$ cat src/sv/fucs_pkg.sv
// Shared constants and types for the first-unique-character stream block.
package fucs_pkg;

    // Character codes
    localparam logic [7:0] LETTER_BASE = 8'h61;  // 'a'
    localparam logic [7:0] EMPTY_MARK  = 8'h23;  // '#'

    // Control for one step of the letter list
    typedef struct packed {
        logic en;         // an item is transferred this cycle
        logic clear;      // start of a new string: wipe letter state first
        logic letter_ok;  // byte is a letter of the alphabet
    } t_step_ctl;

endpackage

$ cat src/sv/fucs_char_decode.sv
// Byte classifier: checks for a letter and yields its index.
module fucs_char_decode #(
    parameter int ALPHABET_SIZE = 26,
    localparam int IW = $clog2(ALPHABET_SIZE)
) (
    input  logic [7:0]    i_char_byte,
    output logic          o_letter_ok,
    output logic [IW-1:0] o_letter_idx
);

    logic [7:0] offset;

    // Offset from 'a'; a letter lies in the first ALPHABET_SIZE codes from there
    assign offset       = i_char_byte - fucs_pkg::LETTER_BASE;
    assign o_letter_ok  = (i_char_byte >= fucs_pkg::LETTER_BASE)
                       && ({1'b0, offset} < 9'(ALPHABET_SIZE));
    assign o_letter_idx = offset[IW-1:0];

endmodule

$ cat src/sv/fucs_letter_list.sv
// Letter state and doubly linked list of letters seen exactly once.
module fucs_letter_list #(
    parameter int ALPHABET_SIZE = 26,
    localparam int IW = $clog2(ALPHABET_SIZE)
) (
    input  logic                i_clk,
    input  logic                i_rst_n,
    input  fucs_pkg::t_step_ctl i_ctl,
    input  logic [IW-1:0]       i_letter_idx,
    output logic                o_nonempty,
    output logic [IW-1:0]       o_head
);

    logic [ALPHABET_SIZE-1:0] r_seen, n_seen;
    logic [ALPHABET_SIZE-1:0] r_rep, n_rep;
    logic [IW-1:0]            r_head, n_head;
    logic [IW-1:0]            r_tail, n_tail;
    logic                     r_nonempty, n_nonempty;
    logic [IW-1:0]            r_next [ALPHABET_SIZE];
    logic [IW-1:0]            r_prev [ALPHABET_SIZE];

    // State as seen after an optional clear
    logic [ALPHABET_SIZE-1:0] e_seen, e_rep;
    logic [IW-1:0]            e_head, e_tail;
    logic                     e_nonempty;

    logic [IW-1:0] nx, pv;
    logic          next_we, prev_we;
    logic [IW-1:0] next_wa, next_wd, prev_wa, prev_wd;

    assign nx = r_next[i_letter_idx];
    assign pv = r_prev[i_letter_idx];

    // Work out the next list state for one transfer
    always_comb begin
        e_seen     = i_ctl.clear ? '0 : r_seen;
        e_rep      = i_ctl.clear ? '0 : r_rep;
        e_head     = i_ctl.clear ? '0 : r_head;
        e_tail     = i_ctl.clear ? '0 : r_tail;
        e_nonempty = i_ctl.clear ? 1'b0 : r_nonempty;

        n_seen     = e_seen;
        n_rep      = e_rep;
        n_head     = e_head;
        n_tail     = e_tail;
        n_nonempty = e_nonempty;
        next_we    = 1'b0;
        next_wa    = e_tail;
        next_wd    = i_letter_idx;
        prev_we    = 1'b0;
        prev_wa    = i_letter_idx;
        prev_wd    = e_tail;

        if (i_ctl.letter_ok && !e_rep[i_letter_idx]) begin
            if (!e_seen[i_letter_idx]) begin
                // First sighting: append at the tail
                n_seen[i_letter_idx] = 1'b1;
                n_tail               = i_letter_idx;
                if (!e_nonempty) begin
                    n_head     = i_letter_idx;
                    n_nonempty = 1'b1;
                end else begin
                    next_we = 1'b1;
                    prev_we = 1'b1;
                end
            end else begin
                // Second sighting: unlink and mark repeated
                n_seen[i_letter_idx] = 1'b0;
                n_rep[i_letter_idx]  = 1'b1;
                if (e_nonempty) begin
                    if (e_head == i_letter_idx && e_tail == i_letter_idx) begin
                        n_nonempty = 1'b0;
                    end else if (e_head == i_letter_idx) begin
                        n_head = nx;
                    end else if (e_tail == i_letter_idx) begin
                        n_tail = pv;
                    end else begin
                        prev_we = 1'b1;
                        prev_wa = nx;
                        prev_wd = pv;
                        next_we = 1'b1;
                        next_wa = pv;
                        next_wd = nx;
                    end
                end
            end
        end
    end

    // Hold letter flags and list ends; advance on each transfer
    always_ff @(posedge i_clk) begin
        if (!i_rst_n) begin
            r_seen     <= '0;
            r_rep      <= '0;
            r_head     <= '0;
            r_tail     <= '0;
            r_nonempty <= 1'b0;
        end else if (i_ctl.en) begin
            r_seen     <= n_seen;
            r_rep      <= n_rep;
            r_head     <= n_head;
            r_tail     <= n_tail;
            r_nonempty <= n_nonempty;
        end
    end

    // Link arrays: at most one write each per transfer, no reset
    always_ff @(posedge i_clk) begin
        if (i_ctl.en && next_we) begin
            r_next[next_wa] <= next_wd;
        end
        if (i_ctl.en && prev_we) begin
            r_prev[prev_wa] <= prev_wd;
        end
    end

    assign o_nonempty = n_nonempty;
    assign o_head     = n_head;

endmodule

$ cat src/sv/first_unique_char_stream.sv
// Top level: first non-repeating letter of a character stream.
//
//  Channel  Handshake           Payload
//  -------  ------------------  --------------------------------------
//  input    i_valid / o_ready   i_char_byte, i_start_of_string
//  output   o_valid / i_ready   o_first_unique, o_bad_char
//
// One item per cycle unless the output stalls: the list update and head
// lookup are done in the cycle of the transfer, and the result lands in
// the output register, valid in the cycle after the input transfer.
// A new item is taken whenever the output register is empty or is being
// emptied in the same cycle; a stalled output holds back the input.
// Synchronous active-low reset empties the list and the output register.
module first_unique_char_stream #(
    parameter int ALPHABET_SIZE = 26
) (
    input  logic       i_clk,
    input  logic       i_rst_n,
    input  logic       i_valid,
    output logic       o_ready,
    input  logic [7:0] i_char_byte,
    input  logic       i_start_of_string,
    output logic       o_valid,
    input  logic       i_ready,
    output logic [7:0] o_first_unique,
    output logic       o_bad_char
);

    localparam int IW = $clog2(ALPHABET_SIZE);

    logic                letter_ok;
    logic [IW-1:0]       letter_idx;
    fucs_pkg::t_step_ctl step_ctl;
    logic                list_nonempty;
    logic [IW-1:0]       list_head;
    logic                xfer_in;

    logic                r_valid;
    logic [7:0]          r_first_unique;
    logic                r_bad_char;

    assign o_ready = !r_valid || i_ready;
    assign xfer_in = i_valid && o_ready;

    fucs_char_decode #(
        .ALPHABET_SIZE(ALPHABET_SIZE)
    ) u_decode (
        .i_char_byte (i_char_byte),
        .o_letter_ok (letter_ok),
        .o_letter_idx(letter_idx)
    );

    assign step_ctl.en        = xfer_in;
    assign step_ctl.clear     = i_start_of_string;
    assign step_ctl.letter_ok = letter_ok;

    fucs_letter_list #(
        .ALPHABET_SIZE(ALPHABET_SIZE)
    ) u_list (
        .i_clk       (i_clk),
        .i_rst_n     (i_rst_n),
        .i_ctl       (step_ctl),
        .i_letter_idx(letter_idx),
        .o_nonempty  (list_nonempty),
        .o_head      (list_head)
    );

    // Output valid: set on input transfer, drop once taken
    always_ff @(posedge i_clk) begin
        if (!i_rst_n) begin
            r_valid <= 1'b0;
        end else if (xfer_in) begin
            r_valid <= 1'b1;
        end else if (i_ready) begin
            r_valid <= 1'b0;
        end
    end

    // Result payload
    always_ff @(posedge i_clk) begin
        if (xfer_in) begin
            r_first_unique <= list_nonempty ? fucs_pkg::LETTER_BASE + 8'(list_head)
                                            : fucs_pkg::EMPTY_MARK;
            r_bad_char     <= !letter_ok;
        end
    end

    assign o_valid        = r_valid;
    assign o_first_unique = r_first_unique;
    assign o_bad_char     = r_bad_char;

    // A transfer always leaves a result waiting
    a_xfer_gives_result: assert property (@(posedge i_clk) disable iff (!i_rst_n)
        xfer_in |=> o_valid)
        else $error("no result after input transfer");

    // A result is a letter of the alphabet or the empty mark
    a_result_range: assert property (@(posedge i_clk) disable iff (!i_rst_n)
        o_valid |-> (o_first_unique == fucs_pkg::EMPTY_MARK)
                 || ((o_first_unique >= fucs_pkg::LETTER_BASE)
                  && ({1'b0, o_first_unique}
                      < {1'b0, fucs_pkg::LETTER_BASE} + 9'(ALPHABET_SIZE))))
        else $error("result outside alphabet");

    // A fresh string opening with a letter reports that letter
    a_fresh_letter: assert property (@(posedge i_clk) disable iff (!i_rst_n)
        (xfer_in && i_start_of_string && letter_ok)
            |=> (o_first_unique == $past(i_char_byte)) && !o_bad_char)
        else $error("fresh string does not report its first letter");

    // A fresh string opening with a bad byte reports the empty mark
    a_fresh_bad: assert property (@(posedge i_clk) disable iff (!i_rst_n)
        (xfer_in && i_start_of_string && !letter_ok)
            |=> (o_first_unique == fucs_pkg::EMPTY_MARK) && o_bad_char)
        else $error("fresh string with bad byte not empty");

endmodule
$ cat config.mk
export PLATFORM = sky130hd
export DESIGN_NAME = first_unique_char_stream
export DESIGN_NICKNAME = d
export VERILOG_FILES = /design/src/sv/fucs_pkg.sv /design/src/sv/fucs_char_decode.sv /design/src/sv/fucs_letter_list.sv /design/src/sv/first_unique_char_stream.sv
export SDC_FILE = /design/constraint.sdc
export NUM_CORES = 1
export LEC_CHECK = 0
export BUFFER_PORTS_ARGS = -buffer_cell sky130_fd_sc_hd__buf_4
export CORE_MARGIN = 2
export CORE_UTILIZATION = 55
export CTS_CLUSTER_DIAMETER = 150
export DETAILED_ROUTE_END_ITERATION = 12
export GPL_TIMING_DRIVEN = 0
export HOLD_SLACK_MARGIN = 0.12
export PLACE_DENSITY = 0.71
export SYNTH_ARGS = -nofsm -noshare
export SYNTH_HDL_FRONTEND = slang
export SYNTH_SLANG_ARGS = --single-unit
$ cat constraint.sdc
create_clock -name i_clk -period 9.08 [get_ports i_clk]
set_input_delay 1.362 -clock i_clk [delete_from_list [all_inputs] [get_ports i_clk]]
set_output_delay 1.362 -clock i_clk [all_outputs]
set_load 0.005 [all_outputs]
======== Word level (Yosys, flattened, before mapping) ========
Memory sizes are Yosys's and may differ from the RTL's.
Cells that the tools add are included.
operators by class
  $add $sub $neg .......................... 2
  $mul .................................... 0
  div/mod/pow operators ................... 0
  order comparisons ....................... 4
  equality and inequality tests ........... 2
  shifts and indexed selects .............. 0
  mux-type cells .......................... 54
  bitwise logic cells ..................... 4
  reductions and logical operators ........ 11
operators by type and width
  operator             number
  $mux 26              6
  $mux 5               26
  $or 26x26->26        2
  $and 26x26->26       1
  $not 26->26          1
  $mux 1               19
  $bmux 1 s5           2
  $eq 5x5->1           2
  $add 7x5->8 const A  1
  $ge 8x7->1 const B   1
  $lt 8x5->1 const B   1
  $sub 8x7->8 const B  1
  $logic_and 1x1->1    6
  $lt 5x6->1 const B   1
  $demux 1 s5          1
  $ge 5x1->1 const B   1
  $logic_not 1->1      3
  $reduce_bool 2->1    1
  $logic_or 1x1->1     1
word-level totals
  flip-flop bits (word level) ............. 73
  latch bits .............................. 0
  memory bits (writable) .................. 260
  ROM bits ................................ 0
  input port bits ......................... 13
  output and inout port bits .............. 11
  memories ................................ 2
memories
  name           words  bits a word  rd ports  clocked after memory_dff  wr ports  RTL line                RTL
  u_list.r_next  26     5            1         0                         1         fucs_letter_list.sv:19  logic [IW-1:0] r_next [ALPHABET_SIZE];
  u_list.r_prev  26     5            1         0                         1         fucs_letter_list.sv:20  logic [IW-1:0] r_prev [ALPHABET_SIZE];

======== Logic depth before layout (Yosys ltp) ========
Gate-level depths: netlist of the first run.
  word-level depth ........................ 11
  gate-level depth with buffers ........... 23

======== Cells and area by module ========
Synthesis of the first run repeated with hierarchy kept, for this count alone.
unflattened totals
  cell total of the unflattened synthesis .. 1134
  area, all modules ....................... 15167.0 µm²
by module, submodules not included
  module                    instances  cells each  area each (µm²)  seq. area each (µm²)
  fucs_letter_list          1          1078        14571.5          9068.7
  first_unique_char_stream  1          33          439.2            290.3
  fucs_char_decode          1          23          156.4            0.0

======== Worst setup path after synthesis of the first run ========
OpenSTA, ideal clock, no wires.
  kind .................................... input -> register
  start point ............................. input i_char_byte[0]
  end point ............................... memory u_list.r_prev[21][0] (netlist bit) (enable)
  library setup time ...................... 339 ps
  data arrival time ....................... 6082 ps
  setup slack ............................. 2659 ps
  cell stages on the path ................. 20
  cells stage by stage .................... buf_6 -> buf_6 -> buf_6 -> buf_6 -> buf_6 -> buf_6 -> inv_1 -> ha_1 -> buf_4 -> inv_1 -> clkbuf_1 -> o31ai_1 -> a22oi_1 -> a311o_1 -> a2111oi_4 -> and2_1 -> buf_4 -> o21ai_1 -> or3b_1 -> nor2_1
on the way
  elaborated cells between the ends (all ways) .. 29
RTL lines
  item                                               RTL line                        RTL
  start, declared                                    first_unique_char_stream.sv:21  input logic [7:0] i_char_byte,
  $sub 8x7->8                                        fucs_char_decode.sv:14          assign offset = i_char_byte - fucs_pkg::LETTER_BASE;
  $mem_v2 26x5 / $eq 5x5->1 (equally long branches)  -
  $mux 5 (5 in a row)                                -
  $mux 5 *                                           -
  net u_list.next_wd[2]                              fucs_letter_list.sv:29          logic [IW-1:0] next_wa, next_wd, prev_wa, prev_wd;
  end, declared                                      fucs_letter_list.sv:20
Mark *: on every way through the listed nets, which the timed path passes. The rest lies on a longest branch. The select of a mux whose other input is x is not followed.

======== Final worst setup path of the first run ========
  start point ............................. input i_char_byte[0]
  end point ............................... memory u_list.r_next[11][4] (netlist bit) (enable)
on the way
  elaborated cells between the ends (all ways) .. 29
RTL lines
  item                                               RTL line                RTL
  $sub 8x7->8                                        fucs_char_decode.sv:14
  $mem_v2 26x5 / $eq 5x5->1 (equally long branches)  -
  $mux 5                                             fucs_letter_list.sv:75  end else if (e_tail == i_letter_idx) begin
  $mux 5                                             fucs_letter_list.sv:73  end else if (e_head == i_letter_idx) begin
  $mux 5                                             fucs_letter_list.sv:71  if (e_head == i_letter_idx && e_tail == i_letter_idx) begin
  $mux 5                                             fucs_letter_list.sv:70  if (e_nonempty) begin
  $mux 5                                             fucs_letter_list.sv:55  if (!e_seen[i_letter_idx]) begin
  $mux 5 *                                           fucs_letter_list.sv:54  if (i_ctl.letter_ok && !e_rep[i_letter_idx]) begin
  net u_list.next_wa[1]                              fucs_letter_list.sv:29
  end, declared                                      fucs_letter_list.sv:19
Marked as above.

==> results of run 1 <==
state kept, by name, indices dropped and copies added, names as in the netlist, 5 cells and up:
signal,count
u_list.r_next,130
u_list.r_prev,130
u_list.r_rep,26
u_list.r_seen,26
o_first_unique,8
u_list.r_head,5
u_list.r_tail,5
stage by stage:
stage               instance area [um^2]  TNS, ns  std cells  total power, mW  util (%)
detailed placement                 16000        0       1512             1.98      59.0
global route                       17100        0       1575             3.36      63.0
floorplan                          15200        0       1114             1.88         -
CTS                                17000        0       1573             3.28      62.8
global placement                   15900   -33.57       1507             1.97      58.5
finish                             17100        0       1575             3.28      63.0
layer usage:
layer	GRT usage (%)	routed length (um)	up-vias
met1	39.2	16200	5034
li1	-	-	4479
met3	4.86	3410	71
met5	0	0	-
met4	8.70	903	0
met2	42.9	18000	505
power by group:
part	internal, mW	leakage, nW	switching [mW]	total, mW
combinational	0.0982	2.03	0.197	0.296
sequential	1.65	3.14	0.00384	1.65
clock	0.728	0.501	0.599	1.33
total	2.48	5.67	0.800	3.28
cell families after synthesis:
kind of cell	synth area share, %
flops	61.4
simple gates	9.84
compound gates	11.1
mux	13.5
buf+inv	3.37
xor+xnor	0.460
fa+ha+maj	0.410
final cells by class:
| type | count | share of cell area (%) |
|---|---|---|
| well taps | 372 | 2.73 |
| plain buffers | 85 | 2.66 |
| repair buffers | 28 | 1.76 |
| clock buffers | 44 | 5.38 |
| flip-flops and latches | 333 | 54.8 |
| inverters | 16 | 0.352 |
| multi-input cells | 680 | 31.6 |
| clock inverters | 17 | 0.689 |
worst max-delay path by stage:
stage | end | cells after the start | slack (ns)
after CTS | u_list.r_next[11][4] | 21 | 1.07
after detailed placement | u_list.r_next[7][1] | 21 | 0.55
after global placement | u_list.r_next[6][1] | 20 | -0.60
after floorplan | u_list.r_prev[21][0] | 20 | 2.66
after global routing | u_list.r_next[7][0] | 21 | 0.61
final | u_list.r_next[11][4] | 21 | 0.87
worst min-delay path, cell delays in order, from the launching register on:
cell and delay (ns):
dfxtp_1 0.30, o21ai_0 0.07, a21oi_1 0.06
cell usage in the layout, fill, tap and decap left out, types with 22 or more instances in the layout:
cell type and count:
clkbuf_1 51, nand2_1 66, a32oi_1 22, dfxtp_1 64
clkbuf_16 35, o21ai_0 47, mux4_2 71, a21oi_1 70
mux2i_1 26, buf_4 31, edfxtp_1 269, nor2_1 126
==> summary.txt, run 1 <==
Status: complete, no violations
Clock root cell: clkbuf_16
Reg area: 9360 um^2
Post-Place Worst Slack: 0.553 ns
Mapped Avg Cell Area: 13.7 um^2
DRT Wirelength: 38500 um
CP top delay family: buffers and inverters
Most common cell on crit path: buf_6
Slew Limit Fails: 0
Synth Net Count: 1132
Total gr overflow: 0
Max Fclk: 0.122 GHz
Crit-path cells: buf_4, buf_6, buf_6, buf_6, buf_6, buf_6, buf_6, inv_1, ha_1, buf_2, xnor2_1, clkbuf_1, clkbuf_1, clkbuf_1, nand2_1, a311oi_1, a21oi_1, a211oi_4, buf_16, nand4_1, nor2_1
Final hold slack: 0.476 ns
# resized after CTS: 0
Crit path from: i_char_byte[0]
Seq/Total Area, Yosys: 61.4%
Max-cap violation count: 0
Vias in the first global route: 9898
H-tree depth: 2
CTS sink count: 333
Nets: 1197
Detailed Route Iter0 Violations: 1203
Pin count of the biggest net entering global routing: 34
Final Hold Viols: 0
Worst Max-Slew Pin Slew: 1.05 ns
Max stage delay on crit path: 0.66 ns
Cell variety after synth: 81
Hold depth: 2
Post-CTS setup buffers: 0
Post-Syn Instances: 1114
Synth warn: 0
Clk_skew: 0.0137 ns
Post-synth top area cell: edfxtp_1
ANT cells: 0
Initial antenna violation count: 0
Critical path required time: 9.24 ns
Min-delay src: u_list.r_seen[9]
# hold bufs at CTS: 0
CP startpoint kind: primary input
Hold EP: u_list.r_seen[9]
Initial core utilization: 56.2%
Minimum clock period: 8.21 ns
CP arrival: 8.37 ns
Register bit total from synthesis: 333
Synth top area cells: edfxtp_1 (53%), mux4_2 (10%), dfxtp_1 (8.4%), nor2_1 (3.1%), a21oi_1 (2.3%)
Antenna-violating nets left: 0
Row count: 60
Asr flop ratio synth: 0%
Number of top-level pins: 24
Number of synthesized flops with an enable pin: 269
Vias: 10100
Worst Path Class, Setup: in2reg
Slowest-stage cell, CP: clkbuf_1
Peak supply drop: 0.140 mV
First-pass GRT wire length: 58900 um
CP max FO: 20
Post-synth top flop: edfxtp_1
GPL Wtd Cong: 0.958
Die area: 29100 um^2
Cts bufs inserted: 35
Die X-Extent: 170 um
DRC Markers: 0
Most frequent cell after synthesis: edfxtp_1
Post-synth top cells: edfxtp_1 (269), nor2_1 (127), mux4_2 (71)
Finish-stage setup viols: 0
Critical path capture point type: register
Reg2reg setup slack: 4.66 ns
Multi-input gate area: 5400 um^2
Final period util: 90.4%
Critical R2R Capture: u_list.r_next[11][4]
Synth Cell Area: 15200 um^2
Layout fillers: 2026
Worst setup margin: 0.873 ns
CTS tree: done
All-Layer GR Usage: 27.3%
RSZ-0062 raised after global routing: no
Later-pin clock latency in the skew report: 0.53 ns
Port buffer count: 21
DR pass1 iterations: 6
Yosys top cell area share: 53.0%
FF-to-FF path depth: 12
Clock Path Buffers: 3
Chip Height: 170 um
Core outline area: 27100 um^2
Area growth, synth to finish: 12.1%
Layout cells sized above 1: 18.4%
Routed len/inst: 24.5 um
PwrDens: 192 nW/um^2
RR Startpoint: u_list.r_rep[8]
Worst-path clk slew: 0.06 ns
WP buf/inv: 13
Vias/cell: 6.41
LEAKAGE: 5.67 nW
Hpwl dp: 25900 um
Max_slew headroom: 29.7%
Min-Delay Path Class: reg2reg
No activity file was read; power rests on OpenSTA's default activity.
==> run 2, diff against run 1 <==
--- a/config.mk
+++ b/config.mk
@@ -12,7 +12,10 @@
 export DETAILED_ROUTE_END_ITERATION = 12
 export GPL_TIMING_DRIVEN = 0
 export HOLD_SLACK_MARGIN = 0.12
+export MAX_ROUTING_LAYER = met4
 export PLACE_DENSITY = 0.71
+export RECOVER_POWER = 25
+export REMOVE_ABC_BUFFERS = 1
 export SYNTH_ARGS = -nofsm -noshare
 export SYNTH_HDL_FRONTEND = slang
 export SYNTH_SLANG_ARGS = --single-unit
==> summary.txt, run 2 (same netlist as run 1, synthesis figures left out) <==
Worst setup margin: 1.09 ns (+0.219 ns)
Finish-stage setup viols: 0 (unchanged)
Later-pin clock latency in the skew report: 0.52 ns (about the same)
# resized after CTS: 0 (unchanged)
Core outline area: 27100 um^2 (unchanged)
Minimum clock period: 7.99 ns (-0.219 ns)
Util after Layout: 62.6% (-0.44 points)
CP startpoint kind: primary input
Post-CTS setup buffers: 0 (unchanged)
Hpwl dp: 21800 um (-16%)
Total gr overflow: 0 (unchanged)
Clk_skew: 0.0144 ns (+0.000742 ns)
Max stage delay on crit path: 0.93 ns (+0.27 ns)
Die X-Extent: 170 um (unchanged)
Worst Max-Slew Pin Slew: 2.04 ns (+0.984 ns)
DRC Markers: 0 (unchanged)
First-pass GRT wire length: 55200 um (-6.3%)
Vias: 9712 (-3.7%)
H-tree depth: 2 (unchanged)
Commonest non-fill, non-tap cell in the layout: edfxtp_1
Crit-path cells: buf_6, buf_16, inv_1, ha_4, buf_16, inv_1, o32ai_1, a22oi_1, a311o_1, a2111oi_4, and2_1, a211oi_4, nand4b_1, nor2_1
Layout cells sized above 1: 17.9% (-0.42 points)
GPL Wtd Cong: 0.835 (-13%)
Worst-path clk slew: 0.06 ns (about the same)
Hold EP: u_list.r_seen[12]
Area growth, synth to finish: 11.3%
LEAKAGE: 5.59 nW (-1.5%)
Max-cap violation count: 2 (+2)
Number of top-level pins: 24 (unchanged)
Clock Path Buffers: 3 (unchanged)
Top flop regs: u_list.r_next x130, u_list.r_prev x130
CP arrival: 8.14 ns (-0.23 ns)
DR pass1 iterations: 5 (-1)
Chip Height: 170 um (unchanged)
Die area: 29100 um^2 (unchanged)
CP max FO: 58 (+190%)
PwrDens: 202 nW/um^2 (+5.2%)
Total negative setup slack: 0 ns (unchanged)
Final Power: 3.42 mW (+4.5%)
Peak supply drop: 0.105 mV (-25%)
Max Fclk: 0.125 GHz (+2.7%)
Row count: 60 (unchanged)
Most frequent cells in the layout: edfxtp_1 (269), nor2_1 (126), mux4_2 (71), a21oi_1 (70), nand2_1 (66)
ANT cells: 0 (unchanged)
Vias/cell: 6.46 (+0.87%)
Worst Path Class, Setup: in2reg
Reg2reg setup slack: 4.13 ns (-0.53 ns)
Status: finished, violations left
Pin count of the biggest net entering global routing: 65 (+91%)
CTS sink count: 333 (unchanged)
# hold bufs at CTS: 0 (unchanged)
Initial antenna violation count: 0 (unchanged)
Detailed Route Iter0 Violations: 1155 (-4.0%)
RSZ-0062 raised after global routing: no
Initial core utilization: 56.2% (unchanged)
Post-Place Worst Slack: 0.585 ns (+0.0326 ns)
Failing checks: capacitance limit, slew limit
FF-to-FF path depth: 9 (-3)
Min-Delay Path Class: reg2reg
Hold depth: 2 (unchanged)
Antenna-violating nets left: 0 (unchanged)
Clock root cell: clkbuf_16
Cts bufs inserted: 36 (+2.9%)
Critical R2R Capture: u_list.r_next[5][1]
Slew Limit Fails: 65 (+65)
Critical path capture point type: register
Slowest-stage cell, CP: and2_1
DRT Wirelength: 35300 um (-8.4%)
Final Hold Viols: 0 (unchanged)
Min-delay src: u_list.r_seen[12]
All-Layer GR Usage: 25.8% (-1.5 points)
Nets: 1121 (-6.3%)
Max_slew headroom: -36.0% (-66 points)
RR Startpoint: u_list.r_seen[19]
Port buffer count: 23 (+9.5%)
Final period util: 88.0% (-2.4 points)
CTS tree: done
Vias in the first global route: 9420 (-4.8%)
Critical path required time: 9.24 ns (about the same)
Routed len/inst: 23.5 um (-4.0%)
-- run 2: changes by cell type in the layout (fill, tap and decap cells not counted), moves of 4 or more --
cell,delta
clkinv_1,-5
and2_1,-7
clkbuf_4,+11
buf_6,-9
bufinv_16,+4
buf_2,-17
and2_0,+7
clkbuf_1,-43
buf_4,-21
-- run 2: cell type report --
type | count | area (um^2)
clock buffers | 47 | 993
inverters | 16 | 60.1
well taps | 372 | 465
fillers | 1954 | 10100
clock inverters | 19 | 220
multi-input cells | 680 | 5450
repair buffers | 36 | 412
flip-flops and latches | 333 | 9360
-- run 2: critical path: cells and delay by family --
family          cells  cell delay [ns]
simple gates        3             2.11
buf+inv             5             1.87
compound gates      5             2.02
fa+ha+maj           1             0.65
-- run 2: per-stage QoR --
step,area [um^2],hold WS (ns),instances
floorplan,14800,0.446,1029
global placement,15400,0.455,1424
detailed placement,15700,0.466,1435
CTS,16900,0.472,1501
global route,17000,0.491,1503
finish,17000,0.472,1503
-- run 2: worst max path at each step --
stage                   startpoint                   end
floorplan           i_char_byte[0]  u_list.r_prev[16][0]
global placement    i_char_byte[0]  u_list.r_next[11][3]
detailed placement  i_char_byte[0]   u_list.r_next[1][4]
CTS                 i_char_byte[0]   u_list.r_next[1][0]
global route        i_char_byte[0]   u_list.r_next[5][1]
finish              i_char_byte[0]   u_list.r_next[5][1]
-- run 2: power by group --
group	leakage, nW	total [mW]	internal [mW]	switching (mW)
registers	3.14	1.65	1.65	0.00361
clock network	0.595	1.49	0.894	0.600
logic	1.85	0.276	0.0937	0.183
-- run 2: metal layers --
metal  track usage (%)  vias up  wire [um]
met5                 -        -          0
met4              7.02        0        614
met3              4.12       54       2680
met2              39.1      444      16700
met1              36.6     4882      15300
li1                  -     4332          -
==> run 3, diff against run 2 <==
--- a/config.mk
+++ b/config.mk
@@ -10,7 +10,6 @@
 export CORE_UTILIZATION = 55
 export CTS_CLUSTER_DIAMETER = 150
 export DETAILED_ROUTE_END_ITERATION = 12
-export GPL_TIMING_DRIVEN = 0
 export HOLD_SLACK_MARGIN = 0.12
 export MAX_ROUTING_LAYER = met4
 export PLACE_DENSITY = 0.71
==> summary.txt, run 3 (same netlist as run 1, synthesis figures left out) <==
Status: finished, violations left
Failing checks: capacitance limit, slew limit
Final period util: 86.2% (-1.8 points)
Final hold slack: 0.474 ns (+0.00134 ns)
PwrDens: 195 nW/um^2 (-3.5%)
DRC Markers: 0 (unchanged)
Clock root cell: clkbuf_16
Chip Height: 170 um (unchanged)
Pint: 2.50 mW (-5.3%)
RR Startpoint: u_list.r_seen[18]
Psw: 0.753 mW (-4.2%)
Placed cells: 1443 (+0.56%)
Finished Cell Area: 16700 um^2 (-1.7%)
Initial antenna violation count: 0 (unchanged)
Finish-stage setup viols: 0 (unchanged)
Die area: 29100 um^2 (unchanged)
CTS sink count: 333 (unchanged)
Hold EP: u_list.r_seen[13]
Combinational share of power: 8.2% (about the same)
Post-CTS setup buffers: 0 (unchanged)
LEAKAGE: 5.48 nW (-1.9%)
Initial core utilization: 56.2% (unchanged)
Die X-Extent: 170 um (unchanged)
H-tree depth: 2 (unchanged)
CP startpoint kind: primary input
All-Layer GR Usage: 25.5% (-0.30 points)
DR pass1 iterations: 5 (unchanged)
Most frequent cells in the layout: edfxtp_1 (269), nor2_1 (127), mux4_2 (71), a21oi_1 (70), nand2_1 (66)
First-pass GRT wire length: 54200 um (-1.7%)
Top flop regs: u_list.r_next x130, u_list.r_prev x130
Clk_skew: 0.0194 ns (+0.00498 ns)
Util after Layout: 61.5% (-1.0 points)
Hold depth: 2 (unchanged)
CTS tree: done
Non-Filler Instances: 1505 (+0.13%)
Max Fclk: 0.128 GHz (+2.1%)
Commonest non-fill, non-tap cell in the layout: edfxtp_1
Core outline area: 27100 um^2 (unchanged)
Layout cells sized above 1: 17.3% (-0.65 points)
Detailed Route Iter0 Violations: 1147 (-0.69%)
Clock Path Buffers: 3 (unchanged)
Port buffer count: 23 (unchanged)
Hpwl dp: 22300 um (+2.2%)
Vias/cell: 6.46 (about the same)
Worst Path Class, Setup: in2reg
Number of top-level pins: 24 (unchanged)
Max_slew headroom: -39.8% (-3.8 points)
Total gr overflow: 0 (unchanged)
Antenna-violating nets left: 0 (unchanged)
Flop pwr share: 50.9% (+2.6 points)
Final Power: 3.25 mW (-5.1%)
Slew Limit Fails: 133 (+100%)
Total negative setup slack: 0 ns (unchanged)
Later-pin clock latency in the skew report: 0.52 ns (about the same)
Pin count of the biggest net entering global routing: 70 (+7.7%)
Row count: 60 (unchanged)
# hold bufs at CTS: 0 (unchanged)
FF-to-FF path depth: 10 (+1)
Worst Max-Slew Pin Slew: 2.10 ns (+0.0592 ns)
Switching Share: 23.2% (+0.20 points)
Nets: 1127 (+0.54%)
GPL Wtd Cong: 0.901 (+7.9%)
Worst-path clk slew: 0.06 ns (about the same)
Minimum clock period: 7.82 ns (-0.165 ns)
Post-Place Worst Slack: 1.31 ns (+0.726 ns)
Area growth, synth to finish: 9.43%
CP max FO: 69 (+19%)
Worst setup margin: 1.26 ns (+0.165 ns)
Vias: 9718 (+0.062%)
Critical path capture point type: register
Final Hold Viols: 0 (unchanged)
DRT Wirelength: 35200 um (-0.23%)
Critical R2R Capture: u_list.r_prev[21][2]
Critical path required time: 9.23 ns (about the same)
Max-cap violation count: 3 (+1)
Clock power share: 40.9% (-2.7 points)
CP arrival: 7.98 ns (-0.16 ns)
Routed len/inst: 23.4 um (-0.36%)
Reg2reg setup slack: 3.73 ns (-0.40 ns)
# resized after CTS: 0 (unchanged)
Min-Delay Path Class: reg2reg
ANT cells: 0 (unchanged)
Peak supply drop: 0.181 mV (+73%)
RSZ-0062 raised after global routing: no
Vias in the first global route: 9383 (-0.39%)
Cts bufs inserted: 36 (unchanged)
Placed cell area: 15600 um^2 (-0.57%)
Min-delay src: u_list.r_seen[13]
## run 3: critical path: stages
cell,delay [ns]
buf_6,0.54
inv_1,0.35
ha_4,0.71
inv_1,0.41
o32ai_1,0.23
a22oi_1,0.15
a311o_1,0.41
a2111oi_4,0.79
and2_0,1.05
a21oi_2,0.08
clkbuf_1,0.72
or3b_1,0.67
nor2_1,0.41
## run 3: final cells by class
| cell class | instances | area [um^2] |
|---|---|---|
| Clock buffer | 42 | 966 |
| Clock inverter | 20 | 106 |
| Fill cell | 2006 | 10400 |
| Inverter | 16 | 60.1 |
| Multi-Input combinational cell | 680 | 5420 |
| Sequential cell | 333 | 9360 |
| Tap cell | 372 | 465 |
| Timing Repair Buffer | 42 | 300 |
## run 3: per-layer routing
layer	part of all wire, %	global-route usage (%)	routed length, um	vias up
met4	2.5	7.92	894	0
met5	0	-	0	-
li1	-	-	-	4334
met1	43	36.1	15200	4836
met2	47	38.4	16400	476
met3	7.5	4.00	2640	72
## run 3: power groups by stage
stage	logic (mW)	clock network, mW	registers [mW]
3_3_place_gp	0.260	0	1.69
6_report	0.265	1.33	1.66
3_5_place_dp	0.262	0	1.69
2_1_floorplan	0.161	0	1.69
5_1_grt	0.286	1.41	1.65
4_1_cts	0.264	1.35	1.65
## run 3: worst max path at each step
stage	from	to	depth (start not counted)
floorplan	i_char_byte[0]	u_list.r_prev[16][0]	11
global placement	i_char_byte[0]	u_list.r_next[5][0]	12
detailed placement	i_char_byte[0]	u_list.r_next[9][0]	12
CTS	i_char_byte[0]	u_list.r_next[9][0]	12
global route	i_char_byte[0]	u_list.r_prev[16][3]	13
finish	i_char_byte[0]	u_list.r_prev[21][2]	13
